### src/hdl/vlc_flc_pkg.sv
// Shared types and constants for the VLC PHY frame-length calculator.
// Holds field widths, code selectors and reciprocal constants; no dependencies.
`timescale 1ns / 1ps

package vlc_flc_pkg;

  // Payload length field and derived datapath widths
  localparam int RAW_LENGTH_BITS = 20;
  localparam int W_W             = RAW_LENGTH_BITS - 1;   // RS word count
  localparam int RECIP_SHIFT     = W_W;
  localparam int PROD_W          = 2 * W_W;
  localparam int K_W             = 8;                     // k and n of the RS code
  localparam int R_W             = K_W + 1;               // remainder estimate, below 2k
  localparam int SYM_W           = W_W + K_W + 1;
  localparam int BITS_W          = RAW_LENGTH_BITS + 4;
  localparam int CC_W            = BITS_W + 2;
  localparam int LEN_W           = CC_W + 4;
  localparam int OUT_W           = 25;

  localparam logic [OUT_W-1:0] OUT_MAX = '1;

  // Scaled reciprocals of the data-word counts; exact for powers of two
  localparam logic [W_W-1:0] RECIP_2   = W_W'((64'd1 << RECIP_SHIFT) / 2);
  localparam logic [W_W-1:0] RECIP_4   = W_W'((64'd1 << RECIP_SHIFT) / 4);
  localparam logic [W_W-1:0] RECIP_7   = W_W'((64'd1 << RECIP_SHIFT) / 7);
  localparam logic [W_W-1:0] RECIP_11  = W_W'((64'd1 << RECIP_SHIFT) / 11);
  localparam logic [W_W-1:0] RECIP_32  = W_W'((64'd1 << RECIP_SHIFT) / 32);
  localparam logic [W_W-1:0] RECIP_128 = W_W'((64'd1 << RECIP_SHIFT) / 128);

  // Outer Reed-Solomon code selection
  typedef enum logic [2:0] {
    RS_NONE,
    RS_15_2,
    RS_15_4,
    RS_15_7,
    RS_15_11,
    RS_64_32,
    RS_160_128
  } rs_e;

  // Inner convolutional code ratio (out/in)
  typedef enum logic [1:0] {
    CC_NONE,
    CC_4_1,
    CC_3_1,
    CC_3_2
  } cc_e;

  // Line code expansion
  typedef enum logic [1:0] {
    LINE_X2,
    LINE_6_4,
    LINE_10_8
  } line_e;

  typedef struct packed {
    rs_e   rs;
    logic  word8;
    cc_e   cc;
    line_e line;
  } ctl_t;

endpackage

### src/hdl/vlc_phy_frame_length_calc.sv
// Top level of the VLC PHY frame-length calculator: seven-stage datapath.
// Depends on vlc_flc_pkg for widths, code selectors and reciprocals.
// Throughput: one length per cycle; busy_o stays low, the reciprocal
// multiply for the RS division is fully pipelined. The receiver cannot stall.
// Reset (rst_ni, asynchronous, active low) clears the stage valid bits only.
`timescale 1ns / 1ps

module vlc_phy_frame_length_calc (
  input  logic                                      clk_i,
  input  logic                                      rst_ni,
  input  logic                                      start_i,
  output logic                                      busy_o,
  input  logic                                      phy_kind_i,
  input  logic                                      modulation_i,
  input  logic [3:0]                                mode_index_i,
  input  logic [vlc_flc_pkg::RAW_LENGTH_BITS-1:0]   raw_length_i,
  output logic                                      done_o,
  output logic [vlc_flc_pkg::OUT_W-1:0]             coded_length_o
);
  import vlc_flc_pkg::*;

  // Data words per codeword
  function automatic logic [K_W-1:0] rs_k(rs_e rs);
    logic [K_W-1:0] k;
    unique case (rs)
      RS_15_2:    k = K_W'(2);
      RS_15_4:    k = K_W'(4);
      RS_15_7:    k = K_W'(7);
      RS_15_11:   k = K_W'(11);
      RS_64_32:   k = K_W'(32);
      RS_160_128: k = K_W'(128);
      default:    k = '0;
    endcase
    return k;
  endfunction

  // Total words per codeword
  function automatic logic [K_W-1:0] rs_n(rs_e rs);
    logic [K_W-1:0] n;
    unique case (rs)
      RS_15_2, RS_15_4, RS_15_7, RS_15_11: n = K_W'(15);
      RS_64_32:   n = K_W'(64);
      RS_160_128: n = K_W'(160);
      default:    n = '0;
    endcase
    return n;
  endfunction

  function automatic logic [W_W-1:0] rs_recip(rs_e rs);
    logic [W_W-1:0] m;
    unique case (rs)
      RS_15_2:    m = RECIP_2;
      RS_15_4:    m = RECIP_4;
      RS_15_7:    m = RECIP_7;
      RS_15_11:   m = RECIP_11;
      RS_64_32:   m = RECIP_32;
      RS_160_128: m = RECIP_128;
      default:    m = '0;
    endcase
    return m;
  endfunction

  logic [6:0]                 vld_q, vld_d;

  ctl_t                       ctl1_q, ctl1_d, ctl2_q, ctl3_q, ctl4_q, ctl5_q, ctl6_q;
  logic [W_W-1:0]             w1_q, w1_d, w2_q;
  logic [RAW_LENGTH_BITS-1:0] raw1_q, raw2_q, raw3_q, raw4_q;
  logic [PROD_W-1:0]          prod2_d, prod2_q;
  logic [W_W-1:0]             q3_d, q3_q, q4_d, q4_q;
  logic [R_W-1:0]             r3_d, r3_q;
  logic [K_W-1:0]             r4_d, r4_q;
  logic [BITS_W-1:0]          bits5_d, bits5_q;
  logic [CC_W-1:0]            cc6_d, cc6_q;
  logic [OUT_W-1:0]           len_d, len_q;

  // Stage 1: decode the code set and count RS words
  logic [RAW_LENGTH_BITS:0]   raw_round;

  always_comb begin
    ctl1_d.rs    = RS_NONE;
    ctl1_d.cc    = CC_NONE;
    ctl1_d.word8 = phy_kind_i;
    ctl1_d.line  = LINE_X2;
    if (!phy_kind_i) begin
      if (!modulation_i) begin
        ctl1_d.line = LINE_X2;
        unique case (mode_index_i)
          4'd0: begin
            ctl1_d.rs = RS_15_7;
            ctl1_d.cc = CC_4_1;
          end
          4'd1: begin
            ctl1_d.rs = RS_15_11;
            ctl1_d.cc = CC_3_1;
          end
          4'd2: begin
            ctl1_d.rs = RS_15_11;
            ctl1_d.cc = CC_3_2;
          end
          4'd3: ctl1_d.rs = RS_15_11;
          default: ctl1_d.rs = RS_NONE;
        endcase
      end else begin
        ctl1_d.line = LINE_6_4;
        unique case (mode_index_i)
          4'd0:    ctl1_d.rs = RS_15_2;
          4'd1:    ctl1_d.rs = RS_15_4;
          4'd2:    ctl1_d.rs = RS_15_7;
          default: ctl1_d.rs = RS_NONE;
        endcase
      end
    end else begin
      ctl1_d.line = modulation_i ? LINE_6_4 : LINE_10_8;
      if (!mode_index_i[3]) begin
        ctl1_d.rs = mode_index_i[0] ? RS_160_128 : RS_64_32;
      end
    end

    // Round the bit count up to whole 4-bit or 8-bit words
    if (phy_kind_i) begin
      raw_round = {1'b0, raw_length_i} + (RAW_LENGTH_BITS+1)'(7);
      w1_d      = W_W'(raw_round >> 3);
    end else begin
      raw_round = {1'b0, raw_length_i} + (RAW_LENGTH_BITS+1)'(3);
      w1_d      = W_W'(raw_round >> 2);
    end
  end

  // Stage 2: multiply by the scaled reciprocal of k
  assign prod2_d = PROD_W'(w1_q) * PROD_W'(rs_recip(ctl1_q.rs));

  // Stage 3: quotient estimate, at most one short, and its remainder
  logic [W_W+K_W-1:0] qk3;
  logic [W_W+K_W-1:0] rdiff3;

  always_comb begin
    q3_d   = prod2_q[PROD_W-1:RECIP_SHIFT];
    qk3    = (W_W+K_W)'(q3_d) * (W_W+K_W)'(rs_k(ctl2_q.rs));
    rdiff3 = (W_W+K_W)'(w2_q) - qk3;
    r3_d   = rdiff3[R_W-1:0];
  end

  // Stage 4: correct the quotient when the remainder reaches k
  logic [R_W-1:0] k4;
  logic [R_W-1:0] rsub4;

  always_comb begin
    k4    = R_W'(rs_k(ctl3_q.rs));
    rsub4 = r3_q - k4;
    if (r3_q >= k4) begin
      q4_d = q3_q + W_W'(1);
      r4_d = rsub4[K_W-1:0];
    end else begin
      q4_d = q3_q;
      r4_d = r3_q[K_W-1:0];
    end
  end

  // Stage 5: coded bits, shortening a partial last codeword; raw length if no RS
  logic [SYM_W-1:0]   sym5;
  logic [SYM_W+2:0]   sym5_bits;
  logic [K_W-1:0]     n5;
  logic [K_W-1:0]     k5;

  always_comb begin
    n5   = rs_n(ctl4_q.rs);
    k5   = rs_k(ctl4_q.rs);
    sym5 = SYM_W'(q4_q) * SYM_W'(n5);
    if (r4_q != '0) begin
      sym5 = sym5 + SYM_W'(r4_q) + SYM_W'(n5 - k5);
    end
    if (ctl4_q.word8) begin
      sym5_bits = (SYM_W+3)'(sym5) << 3;
    end else begin
      sym5_bits = (SYM_W+3)'(sym5) << 2;
    end
    if (ctl4_q.rs == RS_NONE) begin
      bits5_d = BITS_W'(raw4_q);
    end else begin
      bits5_d = sym5_bits[BITS_W-1:0];
    end
  end

  // Stage 6: convolutional code with tail bits
  logic [CC_W-1:0] tail6;
  logic [CC_W-1:0] tail6_x3;

  always_comb begin
    tail6    = CC_W'(bits5_q) + CC_W'(6);
    tail6_x3 = tail6 + (tail6 << 1);
    unique case (ctl5_q.cc)
      CC_NONE: cc6_d = CC_W'(bits5_q);
      CC_4_1:  cc6_d = tail6 << 2;
      CC_3_1:  cc6_d = tail6_x3;
      CC_3_2:  cc6_d = tail6_x3 >> 1;
      default: cc6_d = CC_W'(bits5_q);
    endcase
  end

  // Stage 7: line code expansion and saturation
  logic [LEN_W-1:0] ext7;
  logic [LEN_W-1:0] line7;

  always_comb begin
    ext7 = LEN_W'(cc6_q);
    unique case (ctl6_q.line)
      LINE_X2:   line7 = ext7 << 1;
      LINE_6_4:  line7 = ((ext7 << 2) + (ext7 << 1)) >> 2;
      LINE_10_8: line7 = ((ext7 << 3) + (ext7 << 1)) >> 3;
      default:   line7 = ext7 << 1;
    endcase
    if (line7 > LEN_W'(OUT_MAX)) begin
      len_d = OUT_MAX;
    end else begin
      len_d = line7[OUT_W-1:0];
    end
  end

  // Shift the valid bits along unconditionally; start_i enters at bit 0
  assign vld_d = {vld_q[5:0], start_i};

  always_ff @(posedge clk_i or negedge rst_ni) begin
    if (!rst_ni) begin
      vld_q <= '0;
    end else begin
      vld_q <= vld_d;
    end
  end

  // Payload stages advance every cycle; the valid bits mark live items
  always_ff @(posedge clk_i) begin
    ctl1_q  <= ctl1_d;
    w1_q    <= w1_d;
    raw1_q  <= raw_length_i;

    ctl2_q  <= ctl1_q;
    w2_q    <= w1_q;
    raw2_q  <= raw1_q;
    prod2_q <= prod2_d;

    ctl3_q  <= ctl2_q;
    raw3_q  <= raw2_q;
    q3_q    <= q3_d;
    r3_q    <= r3_d;

    ctl4_q  <= ctl3_q;
    raw4_q  <= raw3_q;
    q4_q    <= q4_d;
    r4_q    <= r4_d;

    ctl5_q  <= ctl4_q;
    bits5_q <= bits5_d;

    ctl6_q  <= ctl5_q;
    cc6_q   <= cc6_d;

    len_q   <= len_d;
  end

  assign busy_o         = 1'b0;
  assign done_o         = vld_q[6];
  assign coded_length_o = len_q;

endmodule
### config.mk
export PLATFORM = sky130hd
export DESIGN_NAME = vlc_phy_frame_length_calc
export DESIGN_NICKNAME = d
export VERILOG_FILES = /design/src/hdl/vlc_flc_pkg.sv /design/src/hdl/vlc_phy_frame_length_calc.sv
export SDC_FILE = /design/constraint.sdc
export NUM_CORES = 1
export LEC_CHECK = 0
export BUFFER_PORTS_ARGS = -buffer_cell sky130_fd_sc_hd__buf_2
export CORE_ASPECT_RATIO = 1.5
export CORE_MARGIN = 3
export CORE_UTILIZATION = 40
export CTS_BUF_LIST = sky130_fd_sc_hd__clkbuf_16
export DETAILED_ROUTE_END_ITERATION = 10
export PLACE_DENSITY = 0.55
export SKIP_CTS_REPAIR_TIMING = 1
export SLEW_MARGIN = 20
export SYNTH_ARGS = -nofsm -noshare
export SYNTH_HDL_FRONTEND = slang
export SYNTH_SLANG_ARGS = --single-unit
### constraint.sdc
create_clock -name clk_i -period 10.2 [get_ports clk_i]
set_input_delay 2.04 -clock clk_i [delete_from_list [all_inputs] [get_ports clk_i]]
set_output_delay 2.04 -clock clk_i [all_outputs]
set_load 0.05 [all_outputs]
==> impl_metrics.ini <==
[run_status]
outcome = completed

[die]
die_h_um = 329
core_um2 = 68400
dieWidth_um = 221
start_util_pct = 40.7
num_rows = 117
dieArea_um2 = 72800
ios = 56

[global_routing]
grt_max_degree = 62
grt_usage_pct = 19.2
antenna_found_initial = 1
grt-ovfl-total = 0
grt_pass1_wl_um = 112000
grt_pass1_vias = 21700

[yosys]
yosysWarnings = 0
ys.flop_type = dfxtp_1
ys_seq_area_share_pct = 21.9
synth_fp_nets = 3700
syn_inst = 3007
syn_area_per_cell_um2 = 9.25
synth.top_cell.area_share_pct = 24.4
async_flop_share_pct = 2.32
synth_edf_count = 0
ys_ff_latch = 302
syn-cell-area_um2 = 27800
synth.distinct_cells = 80
synthTopCellsByArea = fa_1 (24%), dfxtp_1 (21%), ha_1 (15%)
yosysTopAreaCell = fa_1

[power_and_ir_drop]
power.leakage_nw = 15.0
p_per_area_nw_per_um2 = 323
power_w = 0.00972
irDropWorstVdd_mv = 0.369

[timing]
tightest_slew_ns = 0.965
slew_violations = 0
max_freq_mhz = 120
period_minus_slack_ns = 8.33
fin_worst_skew_ns = 0.0280
rsz0062_at_grt = false
setup_viol = 0
setup_ws_ns = 1.87
tns_ns = 0
period_share_pct = 81.6
max_slew_margin_pct = 35.5
final-hold-violation-count = 0

[worst_setup_path]
critPathCaptureType = flop
path_max_fanout = 19
slowest_delay_ns = 0.63
arrival_ns = 8.75
cp_slowest_cell = a2111oi_0
worstSetupStartpointType = flop
crit_type = reg -> reg
worstPathRequired_ns = 10.62

[routing]
routed_via_density = 5.04
wl_um = 68700
remaining_drc_errors = 0
via_count = 20000
routedWlPerCell_um = 17.3
first_pass_iters = 5
drt_iter0_drc = 815
antenna_left = 0

[layout]
drive_above_1_share_pct = 5.96
seq_area_um2 = 6080
multiInputGateArea_um2 = 19300
nFillCells = 6668
nNetsFinal = 3740
area_growth_pct = 8.45

[clock_network]
cts.path.max_buffers = 3
cts_tree = done
h-tree-depth = 2
cts_made_buffers = 34
cts_root_buf = clkbuf_16
clk_latency_ns = 0.54
clk_pin_slew_ns = 0.06
cts_sinks = 302

[job]
cap_violations = 0

[placement]
dp_slack_ns = 1.89
gp_congestion = 0.894
portBuffers = 54
dpl.hpwl_um = 59400

[hold_path]
min_path_type = reg -> reg
synthesized netlist by cell type, types with 11 or more instances:
master / instances
inv_1: 594
fa_1: 339
ha_1: 325
dfxtp_1: 295
nand2_1: 234
nor2_1: 175
a21oi_1: 126
xnor2_1: 115
o21ai_0: 107
and2_1: 87
xor2_1: 58
clkbuf_1: 53
nand3_1: 45
nor3_1: 43
mux2_2: 29
a21o_1: 26
a31oi_1: 25
and3_1: 25
o22a_1: 25
nor2b_1: 23
o21a_1: 21
nand2b_1: 19
a211oi_1: 14
mux2i_1: 14
o21bai_1: 14
nand4_1: 11
layout make-up:
| cell class | instances | share of cell area, % |
|---|---|---|
| Timing Repair Buffer | 66 | 1.21 |
| Antenna cell | 1 | 0.00830 |
| Clock inverter | 27 | 0.793 |
| Multi-Input combinational cell | 2049 | 63.9 |
| Sequential cell | 302 | 20.2 |
| Tap cell | 892 | 3.70 |
| Clock buffer | 34 | 2.82 |
| Inverter | 594 | 7.40 |
layer usage:
metal | vias up | global-route usage (%) | wire length, um
met4 | 0 | 9.40 | 3680
met1 | 9721 | 20.2 | 25800
met3 | 156 | 1.87 | 1560
met2 | 329 | 37.9 | 37700
met5 | - | 0 | 0
li1 | 9772 | - | -
registers in the layout, indices dropped and copies added, names as in the netlist:
register / count
cc6_q: 26
coded_length_o: 25
bits5_q: 24
raw1_q: 20
raw2_q: 20
raw3_q: 20
raw4_q: 20
prod2_q: 19
q3_q: 19
q4_q: 19
w1_q: 19
r3_q: 9
w2_q: 9
ctl1_q: 8
ctl2_q: 8
ctl3_q: 8
ctl4_q: 8
r4_q: 8
vld_q: 7
ctl5_q: 4
ctl6_q: 2
power breakdown:
| group | switching (W) | internal [W] |
|---|---|---|
| Sequential | 0.000270 | 0.00150 |
| Clock | 0.000512 | 0.000652 |
| Combinational | 0.00393 | 0.00286 |
worst max-delay path, delay by kind of cell (launching register included):
kind / cells / cell delay [ns]
buf+inv: 5 / 0.51
compound gates: 10 / 2.31
simple gates: 6 / 1.19
fa+ha+maj: 8 / 3.29
xor+xnor: 2 / 0.43
flops: 1 / 0.47
cells by family (layout without fill, tap and decap cells):
kind of cell | Yosys count | after routing | share of synthesized area, %
other | 1 | 2 | 0.0135
AOI/OAI and AO/OA | 440 | 440 | 10.2
xor gates and xnor gates | 173 | 173 | 5.45
and+or+nand+nor | 722 | 722 | 12.4
DFF | 302 | 302 | 21.9
buffers and inverters | 656 | 721 | 8.88
adders and majority gates | 664 | 664 | 39.0
muxes | 49 | 49 | 2.16
path summary, 6_finish.rpt:
kind	start	endpoint	slack, ns	cells past startpoint
max	ctl4_q[7]	bits5_q[23]	1.87	31
min	ctl4_q[1]	ctl5_q[1]	0.32	0
max reg2reg	ctl4_q[7]	bits5_q[23]	1.87	31
min reg2reg	ctl4_q[1]	ctl5_q[1]	0.32	0
max in group asynchronous	rst_ni	vld_q[5]	8.73	1
min in group asynchronous	rst_ni	vld_q[3]	1.32	1
placed cells by master, fill, tap and decap left out, types with 6 or more instances in the layout:
| cell | netlist | final |
|---|---|---|
| inv_1 | 594 | 599 |
| fa_1 | 339 | 339 |
| ha_1 | 325 | 325 |
| dfxtp_1 | 295 | 294 |
| nand2_1 | 234 | 234 |
| nor2_1 | 175 | 175 |
| a21oi_1 | 126 | 126 |
| xnor2_1 | 115 | 115 |
| o21ai_0 | 107 | 107 |
| and2_1 | 87 | 87 |
| xor2_1 | 58 | 58 |
| buf_2 | 2 | 54 |
| nand3_1 | 45 | 45 |
| nor3_1 | 43 | 42 |
| clkbuf_16 | 0 | 34 |
| mux2_2 | 29 | 29 |
| a21o_1 | 26 | 26 |
| a31oi_1 | 25 | 25 |
| and3_1 | 25 | 25 |
| o22a_1 | 25 | 25 |
| nor2b_1 | 23 | 23 |
| o21a_1 | 21 | 21 |
| nand2b_1 | 19 | 19 |
| a211oi_1 | 14 | 14 |
| mux2i_1 | 14 | 14 |
| o21bai_1 | 14 | 14 |
| nand4_1 | 11 | 11 |
| buf_4 | 1 | 11 |
| or3_1 | 10 | 10 |
| o211ai_1 | 10 | 10 |
| o31ai_1 | 8 | 8 |
| nor4_1 | 8 | 8 |
| nand3b_1 | 7 | 7 |
| or2_2 | 7 | 7 |
| dfrtp_1 | 7 | 7 |
| mux4_2 | 6 | 6 |
| o41ai_1 | 6 | 6 |
stage by stage:
| stage | hold WS [ns] | instances | cell area [um2] | util (%) |
|---|---|---|---|---|
| after global placement | 0.311 | 3902 | 29000 | 42.5 |
| final | 0.324 | 3965 | 30200 | 44.1 |
| after global routing | 0.330 | 3965 | 30200 | 44.1 |
| after CTS | 0.324 | 3963 | 30100 | 44.1 |
| after floorplan | 0.310 | 3007 | 27800 | - |
| after detailed placement | 0.312 | 3902 | 29000 | 42.5 |
No activity file was read; power rests on OpenSTA's default activity.
